File: src/hdl/mbre_pkg.sv
// Shared types and constants for the monochrome bitmap to RGB565 expander.
// No dependencies; imported by every module of the block.
package mbre_pkg;

    // Largest bitmap the counters cover
    localparam int MAX_WIDTH  = 512;
    localparam int MAX_HEIGHT = 512;

    // Field widths
    localparam int BYTE_W      = 8;
    localparam int COLOR_W     = 16;
    localparam int PAL_IDX_W   = 2;
    localparam int PAL_ENTRIES = 4;
    localparam int SIZE_W      = 10;
    localparam int PIX_IDX_W   = 3;
    localparam int BYTE_CNT_W  = $clog2(MAX_WIDTH / 8);
    localparam int ROW_CNT_W   = $clog2(MAX_HEIGHT);

    // APB register map
    localparam int APB_DATA_W = 32;
    localparam int REG_IDX_W  = 3;
    localparam int APB_ADDR_W = REG_IDX_W + 2;

    typedef enum logic [REG_IDX_W-1:0] {
        REG_PALETTE_0  = 3'd0,
        REG_PALETTE_1  = 3'd1,
        REG_PALETTE_2  = 3'd2,
        REG_PALETTE_3  = 3'd3,
        REG_FG_INDEX   = 3'd4,
        REG_BG_INDEX   = 3'd5,
        REG_ROW_PIXELS = 3'd6,
        REG_IMG_ROWS   = 3'd7
    } mbre_reg_t;

    // Register file contents seen by the datapath
    typedef struct packed {
        logic [PAL_ENTRIES-1:0][COLOR_W-1:0] palette;
        logic [PAL_IDX_W-1:0]                fg_index;
        logic [PAL_IDX_W-1:0]                bg_index;
        logic [SIZE_W-1:0]                   pixels_per_row;
        logic [SIZE_W-1:0]                   rows_per_image;
    } mbre_cfg_t;

    // One bitmap byte with its position already resolved
    typedef struct packed {
        logic [BYTE_W-1:0]    data;
        logic [PIX_IDX_W-1:0] last_idx;   // index of the last pixel to emit
        logic                 last_byte;
        logic                 last_row;
    } mbre_item_t;

endpackage

File: src/hdl/mbre_cfg_regs.sv
// APB register file for the expander: palette, color indexes and bitmap size.
// Depends on mbre_pkg.
module mbre_cfg_regs (
    input  logic                              aclk,
    input  logic                              aresetn,
    input  logic                              psel,
    input  logic                              penable,
    input  logic                              pwrite,
    input  logic [mbre_pkg::APB_ADDR_W-1:0]   paddr,
    input  logic [mbre_pkg::APB_DATA_W-1:0]   pwdata,
    output logic [mbre_pkg::APB_DATA_W-1:0]   prdata,
    output logic                              pready,
    output mbre_pkg::mbre_cfg_t               cfg
);
    import mbre_pkg::*;

    mbre_cfg_t cfg_reg;
    mbre_cfg_t cfg_next;
    mbre_reg_t reg_sel;
    logic      wr_en;

    assign pready  = 1'b1;
    assign reg_sel = mbre_reg_t'(paddr[APB_ADDR_W-1:2]);
    assign wr_en   = psel && penable && pwrite;
    assign cfg     = cfg_reg;

    // Write decode
    always_comb begin
        cfg_next = cfg_reg;
        if (wr_en) begin
            unique case (reg_sel)
                REG_PALETTE_0:  cfg_next.palette[0]     = pwdata[COLOR_W-1:0];
                REG_PALETTE_1:  cfg_next.palette[1]     = pwdata[COLOR_W-1:0];
                REG_PALETTE_2:  cfg_next.palette[2]     = pwdata[COLOR_W-1:0];
                REG_PALETTE_3:  cfg_next.palette[3]     = pwdata[COLOR_W-1:0];
                REG_FG_INDEX:   cfg_next.fg_index       = pwdata[PAL_IDX_W-1:0];
                REG_BG_INDEX:   cfg_next.bg_index       = pwdata[PAL_IDX_W-1:0];
                REG_ROW_PIXELS: cfg_next.pixels_per_row = pwdata[SIZE_W-1:0];
                REG_IMG_ROWS:   cfg_next.rows_per_image = pwdata[SIZE_W-1:0];
                default:        cfg_next = cfg_reg;
            endcase
        end
    end

    always_ff @(posedge aclk) begin
        if (!aresetn) begin
            cfg_reg.palette        <= '0;
            cfg_reg.fg_index       <= PAL_IDX_W'(1);
            cfg_reg.bg_index       <= '0;
            cfg_reg.pixels_per_row <= SIZE_W'(8);
            cfg_reg.rows_per_image <= SIZE_W'(8);
        end else begin
            cfg_reg <= cfg_next;
        end
    end

    // Read mux
    always_comb begin
        unique case (reg_sel)
            REG_PALETTE_0:  prdata = APB_DATA_W'(cfg_reg.palette[0]);
            REG_PALETTE_1:  prdata = APB_DATA_W'(cfg_reg.palette[1]);
            REG_PALETTE_2:  prdata = APB_DATA_W'(cfg_reg.palette[2]);
            REG_PALETTE_3:  prdata = APB_DATA_W'(cfg_reg.palette[3]);
            REG_FG_INDEX:   prdata = APB_DATA_W'(cfg_reg.fg_index);
            REG_BG_INDEX:   prdata = APB_DATA_W'(cfg_reg.bg_index);
            REG_ROW_PIXELS: prdata = APB_DATA_W'(cfg_reg.pixels_per_row);
            REG_IMG_ROWS:   prdata = APB_DATA_W'(cfg_reg.rows_per_image);
            default:        prdata = '0;
        endcase
    end

endmodule

File: src/hdl/mbre_byte_front.sv
// Input stage: accepts bitmap bytes, tracks byte/row position, holds one byte.
// Depends on mbre_pkg.
module mbre_byte_front (
    input  logic                          aclk,
    input  logic                          aresetn,
    input  mbre_pkg::mbre_cfg_t           cfg,
    input  logic                          s_valid,
    output logic                          s_ready,
    input  logic [mbre_pkg::BYTE_W-1:0]   s_bitmap_byte,
    output logic                          item_valid,
    input  logic                          item_ready,
    output mbre_pkg::mbre_item_t          item
);
    import mbre_pkg::*;

    logic [BYTE_CNT_W-1:0] byte_in_row_reg, byte_in_row_next;
    logic [ROW_CNT_W-1:0]  row_count_reg, row_count_next;
    logic                  hold_valid_reg, hold_valid_next;
    mbre_item_t            hold_reg, hold_next;

    logic [SIZE_W-1:0] width_eff;
    logic [SIZE_W-1:0] height_eff;
    logic [SIZE_W-1:0] width_m1;
    logic [SIZE_W:0]   row_bytes;
    logic              last_byte;
    logic              last_row;
    logic              accept;
    mbre_item_t        new_item;

    // Clamp the programmed size into the supported range
    always_comb begin
        if (cfg.pixels_per_row == '0) begin
            width_eff = SIZE_W'(1);
        end else if (cfg.pixels_per_row > SIZE_W'(MAX_WIDTH)) begin
            width_eff = SIZE_W'(MAX_WIDTH);
        end else begin
            width_eff = cfg.pixels_per_row;
        end
        if (cfg.rows_per_image == '0) begin
            height_eff = SIZE_W'(1);
        end else if (cfg.rows_per_image > SIZE_W'(MAX_HEIGHT)) begin
            height_eff = SIZE_W'(MAX_HEIGHT);
        end else begin
            height_eff = cfg.rows_per_image;
        end
    end

    // Position of this byte within the image
    assign width_m1      = width_eff - SIZE_W'(1);
    assign row_bytes     = ({1'b0, width_eff} + (SIZE_W+1)'(7)) >> 3;
    assign last_byte     = ((SIZE_W+1)'(byte_in_row_reg) + (SIZE_W+1)'(1)) >= row_bytes;
    assign last_row      = ((SIZE_W+1)'(row_count_reg) + (SIZE_W+1)'(1))
                           >= {1'b0, height_eff};

    always_comb begin
        new_item.data      = s_bitmap_byte;
        new_item.last_idx  = last_byte ? width_m1[PIX_IDX_W-1:0] : '1;
        new_item.last_byte = last_byte;
        new_item.last_row  = last_row;
    end

    assign s_ready    = !hold_valid_reg || item_ready;
    assign accept     = s_valid && s_ready;
    assign item_valid = hold_valid_reg;
    assign item       = hold_reg;

    // Counters and holding register
    always_comb begin
        byte_in_row_next = byte_in_row_reg;
        row_count_next   = row_count_reg;
        hold_valid_next  = hold_valid_reg;
        hold_next        = hold_reg;
        if (item_valid && item_ready) begin
            hold_valid_next = 1'b0;
        end
        if (accept) begin
            hold_valid_next = 1'b1;
            hold_next       = new_item;
            if (last_byte) begin
                byte_in_row_next = '0;
                row_count_next   = last_row ? '0 : row_count_reg + ROW_CNT_W'(1);
            end else begin
                byte_in_row_next = byte_in_row_reg + BYTE_CNT_W'(1);
            end
        end
    end

    always_ff @(posedge aclk) begin
        if (!aresetn) begin
            byte_in_row_reg <= '0;
            row_count_reg   <= '0;
            hold_valid_reg  <= 1'b0;
        end else begin
            byte_in_row_reg <= byte_in_row_next;
            row_count_reg   <= row_count_next;
            hold_valid_reg  <= hold_valid_next;
        end
    end

    always_ff @(posedge aclk) begin
        hold_reg <= hold_next;
    end

    // A held byte is never overwritten before the serializer takes it
    a_hold_kept: assert property (@(posedge aclk) disable iff (!aresetn)
        hold_valid_reg && !item_ready |=> hold_valid_reg && $stable(hold_reg))
        else $error("held byte lost before hand-off");

    // The row's last byte restarts the column count
    a_col_wrap: assert property (@(posedge aclk) disable iff (!aresetn)
        accept && last_byte |=> byte_in_row_reg == '0)
        else $error("byte counter did not wrap at row end");

endmodule

File: src/hdl/mbre_pixel_serializer.sv
// Output stage: shifts a held byte out, one RGB565 pixel per unstalled cycle.
// Depends on mbre_pkg.
module mbre_pixel_serializer (
    input  logic                           aclk,
    input  logic                           aresetn,
    input  mbre_pkg::mbre_cfg_t            cfg,
    input  logic                           item_valid,
    output logic                           item_ready,
    input  mbre_pkg::mbre_item_t           item,
    output logic                           m_valid,
    input  logic                           m_ready,
    output logic [mbre_pkg::COLOR_W-1:0]   m_pixel_color,
    output logic                           m_run_last,
    output logic                           m_row_end,
    output logic                           m_image_end
);
    import mbre_pkg::*;

    // Shift state for the byte being expanded
    logic                 busy_reg, busy_next;
    logic [BYTE_W-1:0]    data_reg, data_next;
    logic [PIX_IDX_W-1:0] left_reg, left_next;
    logic                 last_byte_reg, last_byte_next;
    logic                 last_row_reg, last_row_next;

    // Output register
    logic                 out_valid_reg, out_valid_next;
    logic [COLOR_W-1:0]   color_reg, color_next;
    logic                 run_last_reg, run_last_next;
    logic                 row_end_reg, row_end_next;
    logic                 image_end_reg, image_end_next;

    logic advance;
    logic final_pix;
    logic take;

    assign advance    = !out_valid_reg || m_ready;
    assign final_pix  = (left_reg == '0);
    assign item_ready = !busy_reg || (advance && final_pix);
    assign take       = item_valid && item_ready;

    always_comb begin
        busy_next      = busy_reg;
        data_next      = data_reg;
        left_next      = left_reg;
        last_byte_next = last_byte_reg;
        last_row_next  = last_row_reg;
        out_valid_next = out_valid_reg;
        color_next     = color_reg;
        run_last_next  = run_last_reg;
        row_end_next   = row_end_reg;
        image_end_next = image_end_reg;

        // Emit the next pixel when the output register frees up
        if (advance) begin
            out_valid_next = busy_reg;
            if (busy_reg) begin
                color_next     = data_reg[BYTE_W-1] ? cfg.palette[cfg.fg_index]
                                                    : cfg.palette[cfg.bg_index];
                run_last_next  = final_pix;
                row_end_next   = final_pix && last_byte_reg;
                image_end_next = final_pix && last_byte_reg && last_row_reg;
                data_next      = data_reg << 1;
                left_next      = left_reg - PIX_IDX_W'(1);
                if (final_pix) begin
                    busy_next = 1'b0;
                end
            end
        end

        // Load the next byte, back to back with the previous one's last pixel
        if (take) begin
            busy_next      = 1'b1;
            data_next      = item.data;
            left_next      = item.last_idx;
            last_byte_next = item.last_byte;
            last_row_next  = item.last_row;
        end
    end

    always_ff @(posedge aclk) begin
        if (!aresetn) begin
            busy_reg      <= 1'b0;
            out_valid_reg <= 1'b0;
        end else begin
            busy_reg      <= busy_next;
            out_valid_reg <= out_valid_next;
        end
    end

    always_ff @(posedge aclk) begin
        data_reg      <= data_next;
        left_reg      <= left_next;
        last_byte_reg <= last_byte_next;
        last_row_reg  <= last_row_next;
        color_reg     <= color_next;
        run_last_reg  <= run_last_next;
        row_end_reg   <= row_end_next;
        image_end_reg <= image_end_next;
    end

    assign m_valid       = out_valid_reg;
    assign m_pixel_color = color_reg;
    assign m_run_last    = run_last_reg;
    assign m_row_end     = row_end_reg;
    assign m_image_end   = image_end_reg;

    // Flag nesting: image end is a row end, row end closes a byte
    a_image_in_row: assert property (@(posedge aclk) disable iff (!aresetn)
        out_valid_reg && image_end_reg |-> row_end_reg)
        else $error("image end without row end");

    a_row_in_run: assert property (@(posedge aclk) disable iff (!aresetn)
        out_valid_reg && row_end_reg |-> run_last_reg)
        else $error("row end not on last pixel of byte");

    // A byte is loaded only when the previous one is done or finishing
    a_no_overrun: assert property (@(posedge aclk) disable iff (!aresetn)
        busy_reg && !(advance && final_pix) |=> busy_reg && (left_reg == $past(left_reg)
            || left_reg == $past(left_reg) - PIX_IDX_W'(1)))
        else $error("byte replaced while still expanding");

endmodule

File: src/hdl/mono_bitmap_to_rgb565_expander_unit.sv
// Top level of the monochrome bitmap to RGB565 expander.
// Depends on mbre_pkg, mbre_cfg_regs, mbre_byte_front, mbre_pixel_serializer.
//
// Each accepted bitmap byte (MSB = leftmost pixel) yields one 16-bit pixel per
// cycle on the m_ channel while m_ready lets it through: eight pixels, or
// (pixels_per_row-1)%8+1 for the last byte of a row, colored from the palette
// entry chosen by fg_index or bg_index. The pixel serializer sets the rate: a
// byte occupies the output until all of its pixels are out. A one-byte holding
// register lets the next byte be accepted while the current one is expanding;
// a byte passes the holding, serializer shift and output registers before its
// first pixel shows. run_last, row_end and image_end mark the last pixel of a
// byte, row and image; the byte and row counters wrap so the next image
// follows directly. Registers are to be written over APB (4-byte spacing) only
// while the block is idle; the block does not enforce it. pready is tied high.
module mono_bitmap_to_rgb565_expander_unit (
    input  logic                              aclk,
    input  logic                              aresetn,
    // APB configuration port
    input  logic                              psel,
    input  logic                              penable,
    input  logic                              pwrite,
    input  logic [mbre_pkg::APB_ADDR_W-1:0]   paddr,
    input  logic [mbre_pkg::APB_DATA_W-1:0]   pwdata,
    output logic [mbre_pkg::APB_DATA_W-1:0]   prdata,
    output logic                              pready,
    // Bitmap byte input
    input  logic                              s_valid,
    output logic                              s_ready,
    input  logic [mbre_pkg::BYTE_W-1:0]       s_bitmap_byte,
    // Pixel output
    output logic                              m_valid,
    input  logic                              m_ready,
    output logic [mbre_pkg::COLOR_W-1:0]      m_pixel_color,
    output logic                              m_run_last,
    output logic                              m_row_end,
    output logic                              m_image_end
);
    import mbre_pkg::*;

    mbre_cfg_t  cfg;
    mbre_item_t item;
    logic       item_valid;
    logic       item_ready;

    mbre_cfg_regs u_cfg_regs (
        .aclk    (aclk),
        .aresetn (aresetn),
        .psel    (psel),
        .penable (penable),
        .pwrite  (pwrite),
        .paddr   (paddr),
        .pwdata  (pwdata),
        .prdata  (prdata),
        .pready  (pready),
        .cfg     (cfg)
    );

    mbre_byte_front u_byte_front (
        .aclk          (aclk),
        .aresetn       (aresetn),
        .cfg           (cfg),
        .s_valid       (s_valid),
        .s_ready       (s_ready),
        .s_bitmap_byte (s_bitmap_byte),
        .item_valid    (item_valid),
        .item_ready    (item_ready),
        .item          (item)
    );

    mbre_pixel_serializer u_pixel_serializer (
        .aclk          (aclk),
        .aresetn       (aresetn),
        .cfg           (cfg),
        .item_valid    (item_valid),
        .item_ready    (item_ready),
        .item          (item),
        .m_valid       (m_valid),
        .m_ready       (m_ready),
        .m_pixel_color (m_pixel_color),
        .m_run_last    (m_run_last),
        .m_row_end     (m_row_end),
        .m_image_end   (m_image_end)
    );

endmodule

File: config.mk
export PLATFORM = sky130hd
export DESIGN_NAME = mono_bitmap_to_rgb565_expander_unit
export DESIGN_NICKNAME = d
export VERILOG_FILES = /design/src/hdl/mbre_pkg.sv /design/src/hdl/mbre_cfg_regs.sv /design/src/hdl/mbre_byte_front.sv /design/src/hdl/mbre_pixel_serializer.sv /design/src/hdl/mono_bitmap_to_rgb565_expander_unit.sv
export SDC_FILE = /design/constraint.sdc
export NUM_CORES = 1
export LEC_CHECK = 0
export BUFFER_PORTS_ARGS = -buffer_cell sky130_fd_sc_hd__buf_2
export CORE_MARGIN = 5
export CORE_UTILIZATION = 50
export CTS_CLUSTER_DIAMETER = 200
export DETAILED_ROUTE_END_ITERATION = 12
export PLACE_DENSITY = 0.73
export SETUP_SLACK_MARGIN = 0.5
export SLEW_MARGIN = 10
export SYNTH_ARGS = -nofsm -noshare
export SYNTH_HDL_FRONTEND = slang
export SYNTH_SLANG_ARGS = --single-unit
export TNS_END_PERCENT = 50
File: constraint.sdc
create_clock -name aclk -period 2.81 [get_ports aclk]
set_clock_uncertainty 0.2 [all_clocks]
set_input_delay 0.4215 -clock aclk [delete_from_list [all_inputs] [get_ports aclk]]
set_output_delay 0.4215 -clock aclk [all_outputs]
set_load 0.02 [all_outputs]
==> flow_results.org <==
** STA
- At the pin with the least slew margin, the transition time is 0.823 ns.
- Dividing the final minimum period by the clock period gives 111%.
- Number of failing setup endpoints in the final timing report :: 20
- The final max-slew violation count is 0.
- Hold timing on the final database bottoms out at a slack of 0.0658 ns.
- Setup repair after global routing missed its margin :: yes
- The number of failing hold endpoints at the final stage is 0.
- Setup slack of the critical path after layout :: -0.321 ns
- Fmax :: 0.319 GHz
- Max transition margin :: 45.1%
- Counting I/O delays and the setup requirement, the final critical path takes 3.13 ns.

** Yosys
- After synthesis the netlist holds a flip-flop and latch count of 151.
- Yosys mapped the design onto 64 distinct sky130hd cell types.
- In the synthesized netlist the dominant register cell turns out to be sky130_fd_sc_hd__dfxtp_1.
- Number of warnings printed during yosys synthesis :: 0
- Cell area after synthesis :: 0.00853 mm²
- Summing the sequential cell areas from Yosys gives 40.7% of the chip area.
- The average instance in the mapped netlist occupies 11.0 µm².
- After synthesis, the share of flip-flops with an asynchronous set or reset is 0%.
- In the synthesized netlist, the number of instances is 772.
- Number of flops mapped to enable cells by yosys :: 45

** Worst setup path
- CP Data Arrival Time :: 3.24 ns
- The worst setup path is captured at a register.
- Startpoint Class :: register
- The worst setup path is of the reg -> reg kind.
- In this run the worst setup path begins at u_cfg_regs.cfg[10]$_SDFFE_PN0P_.
- The startpoint identified for the worst register-to-register timing path is u_cfg_regs.cfg[10]$_SDFFE_PN0P_.
- In this run the worst path has a maximum fanout of 8.
- Required time of the critical path :: 2.92 ns

** Power
- Cell-internal power :: 0.00373 W
- Clock share of power :: 42.5%
- Reported leakage power :: 3.86 nW
- Highest ir drop seen on vdd :: 0.439 mV
- Share of power burned in registers :: 46.1%
- Combinational power share :: 11.4%
- Final Total Pwr :: 0.00510 W
- Power density over the cells :: 496 mW/mm²
- Sw power :: 0.00138 W
- Switching share of power :: 27.0%

** Global route
- Met3 usage in global routing :: 3.93%
- In the global route stage, met1 resource usage came out at 28.6%.
- Remaining global-route overflow :: 0
- Global Route met2 Usage :: 33.7%
- Number of antenna violations at the first check in global routing :: 1
- Entering global routing, the biggest net connects 33 pins.
- For this run, the total global-route usage over all layers was measured as 20.9%.
- Global route hottest layer :: met2
- The first global-routing pass estimated 33,000 µm of wire.
- The via count of the first global-routing pass was 6,192.

** Run status
- Failing checks :: setup timing
- Status :: finished with violations

** Routing
- For this run, the detailed router's first-pass iteration total came to 5.
- In this run, the number of DRC markers left after iteration 0 of detailed routing was 440.
- DRC violations left :: 0
- In this run the remaining antenna-violating nets after routing total 0.
- Summing over every cut layer, the via total after detailed routing is 6,288.
- WL/cell :: 18.1 µm
- After detailed routing, the total wire length is 20,300 µm.
- Via density per instance :: 5.60

** Final layout
- # nets final :: 963
- After the flow finishes, the layout carries non-filler instances totaling 1,123.
- Max reg flops :: 88
- Compared with the post-synthesis result, the final layout area differs by 20.7%.
- Most common library cell in the layout ignoring fill and taps :: sky130_fd_sc_hd__dfxtp_1
- Of the cells placed in the final design, the portion with a size suffix greater than 1 is 33.8%.
- In the layout the commonest cells are sky130_fd_sc_hd__dfxtp_1, sky130_fd_sc_hd__mux2i_1, sky130_fd_sc_hd__nand2_1.
- Final design utilization :: 61.8%

** Floorplanning
- The die covers 0.0198 mm².
- From bottom edge to top edge, the die measures 141 µm.
- The floorplan step defined a core boundary enclosing 0.0166 mm².
- Chip width :: 141 µm
- Io pins :: 106
- Effective utilization at floorplan :: 51.2%
- Rows :: 47

** Worst hold path
- Critical hold path startpoint :: pwdata[13]
- In this run the worst hold path is classified as in -> reg.

** CTS
- Number of buffers on the longest clock path :: 2
- Clock root buffer :: sky130_fd_sc_hd__clkbuf_16
- TritonCTS clock tree :: yes
- After clock tree synthesis, the clock-pin slew on the worst setup and hold paths is 0.06 ns.
- The number of clock buffers added by TritonCTS is 17.
- The H-tree was split into 4 levels.
- # clock sinks :: 151
- At the later pin of the worst-skew pair, clock insertion delay measures 0.43 ns.

** Placement
- Routability-driven placement finished with a final weighted congestion of 0.829.
- In this run, placement finished with an instance count of 1,078.
- The HPWL after detailed placement is 14,100 µm.
- Count of buffers inserted at the top-level ports :: 70

** Job
- Number of maximum-capacitance violations :: 0
worst max-delay path, cell delays in order (launching register included):
cell and delay (ns):
sky130_fd_sc_hd__dfxtp_2 0.32, sky130_fd_sc_hd__or3_4 0.39, sky130_fd_sc_hd__nor2_1 0.12, sky130_fd_sc_hd__o21bai_1 0.10, sky130_fd_sc_hd__ha_2 0.19, sky130_fd_sc_hd__nand2_2 0.08
sky130_fd_sc_hd__nand3_2 0.08, sky130_fd_sc_hd__xnor2_1 0.13, sky130_fd_sc_hd__ha_1 0.27, sky130_fd_sc_hd__and2_4 0.14, sky130_fd_sc_hd__a221o_1 0.35, sky130_fd_sc_hd__a41oi_4 0.27
sky130_fd_sc_hd__inv_4 0.10, sky130_fd_sc_hd__nand4_4 0.18, sky130_fd_sc_hd__o211ai_2 0.11
per-layer routing:
metal | part of all wire (%) | vias to the layer above | wire length (µm)
li1 | - | 3001 | -
met1 | 45 | 3074 | 9070
met2 | 48 | 187 | 9770
met3 | 5.2 | 26 | 1060
met4 | 1.8 | 0 | 363
met5 | 0 | - | 0
cell usage after synthesis, drive strengths merged, types with 6 or more instances:
master,instances,share of area [%]
mux2i,79,9.3
dfxtp,106,25
inv,11,0.48
mux4,40,11
o211ai,11,1.4
ha,22,3.2
nor2b,73,5.4
xor2,12,1.2
and2,9,0.69
buf,42,3.4
a21boi,20,1.8
a21oi,13,0.76
and3,10,0.73
xnor2,11,1.1
clkbuf,19,0.95
edfxtp,45,16
o21ai,18,1.1
nand2,85,3.9
a21o,6,0.53
nor2,30,1.8
nand3,17,1.0
nand2b,10,0.82
mux2,31,4.1
layout make-up:
class | count | area, µm²
antenna | 1 | 2.50
clock buffer | 17 | 425
clock inverter | 15 | 131
fill | 1314 | 6350
inverter | 13 | 51.3
multi-input combinational | 561 | 4830
sequential | 151 | 3500
tap | 220 | 275
timing repair buffer | 145 | 1080
power by group through the flow:
stage	Combinational [W]	Sequential, W	Clock [W]
2_1_floorplan	0.000338	0.00242	0
3_3_place_gp	0.000514	0.00240	0
3_5_place_dp	0.000523	0.00240	0
4_1_cts	0.000568	0.00235	0.00219
5_1_grt	0.000635	0.00236	0.00229
6_report	0.000584	0.00235	0.00217
path summary, 6_finish.rpt:
kind         cells after the start  slack [ns]                                    endpoint
max reg2reg                     14       -0.32  u_byte_front.row_count_reg[6]$_SDFFE_PN0P_
min                              3        0.07             u_cfg_regs.cfg[37]$_SDFFE_PN0P_
max                             14       -0.32  u_byte_front.row_count_reg[6]$_SDFFE_PN0P_
min reg2reg                      0        0.22   u_pixel_serializer.last_row_reg$_DFFE_PP_
what timing repair did:
| item | 4_1_cts | 5_1_grt |
|---|---|---|
| gates cloned | 0 | 0 |
| buffers inserted | 4 | 0 |
| gates resized for setup | 41 | 46 |
| pin swaps | 10 | 22 |
| hold buffers | 8 | 0 |
| hold endpoints to repair | 8 | 0 |
| setup endpoints to repair | 35 | 40 |
metrics by stage:
step | worst slack (ns) | setup TNS (ns) | cell area [µm²]
floorplan | -0.220 | -2.53 | 8590
global placement | -0.278 | -3.91 | 9370
detailed placement | -0.395 | -6.18 | 9370
CTS | -0.268 | -4.25 | 10200
global route | -0.480 | -8.29 | 10300
finish | -0.321 | -5.37 | 10300
kinds of logic after synthesis:
group	after synthesis	share of synthesized area, %
fa+ha+maj	22	3.23
flops	151	40.7
simple gates	252	16.1
other cells	2	0.0881
buf+inv	75	5.03
compound gates	97	8.48
mux	150	23.9
xor+xnor	23	2.36
No activity file was read; power rests on OpenSTA's default activity.
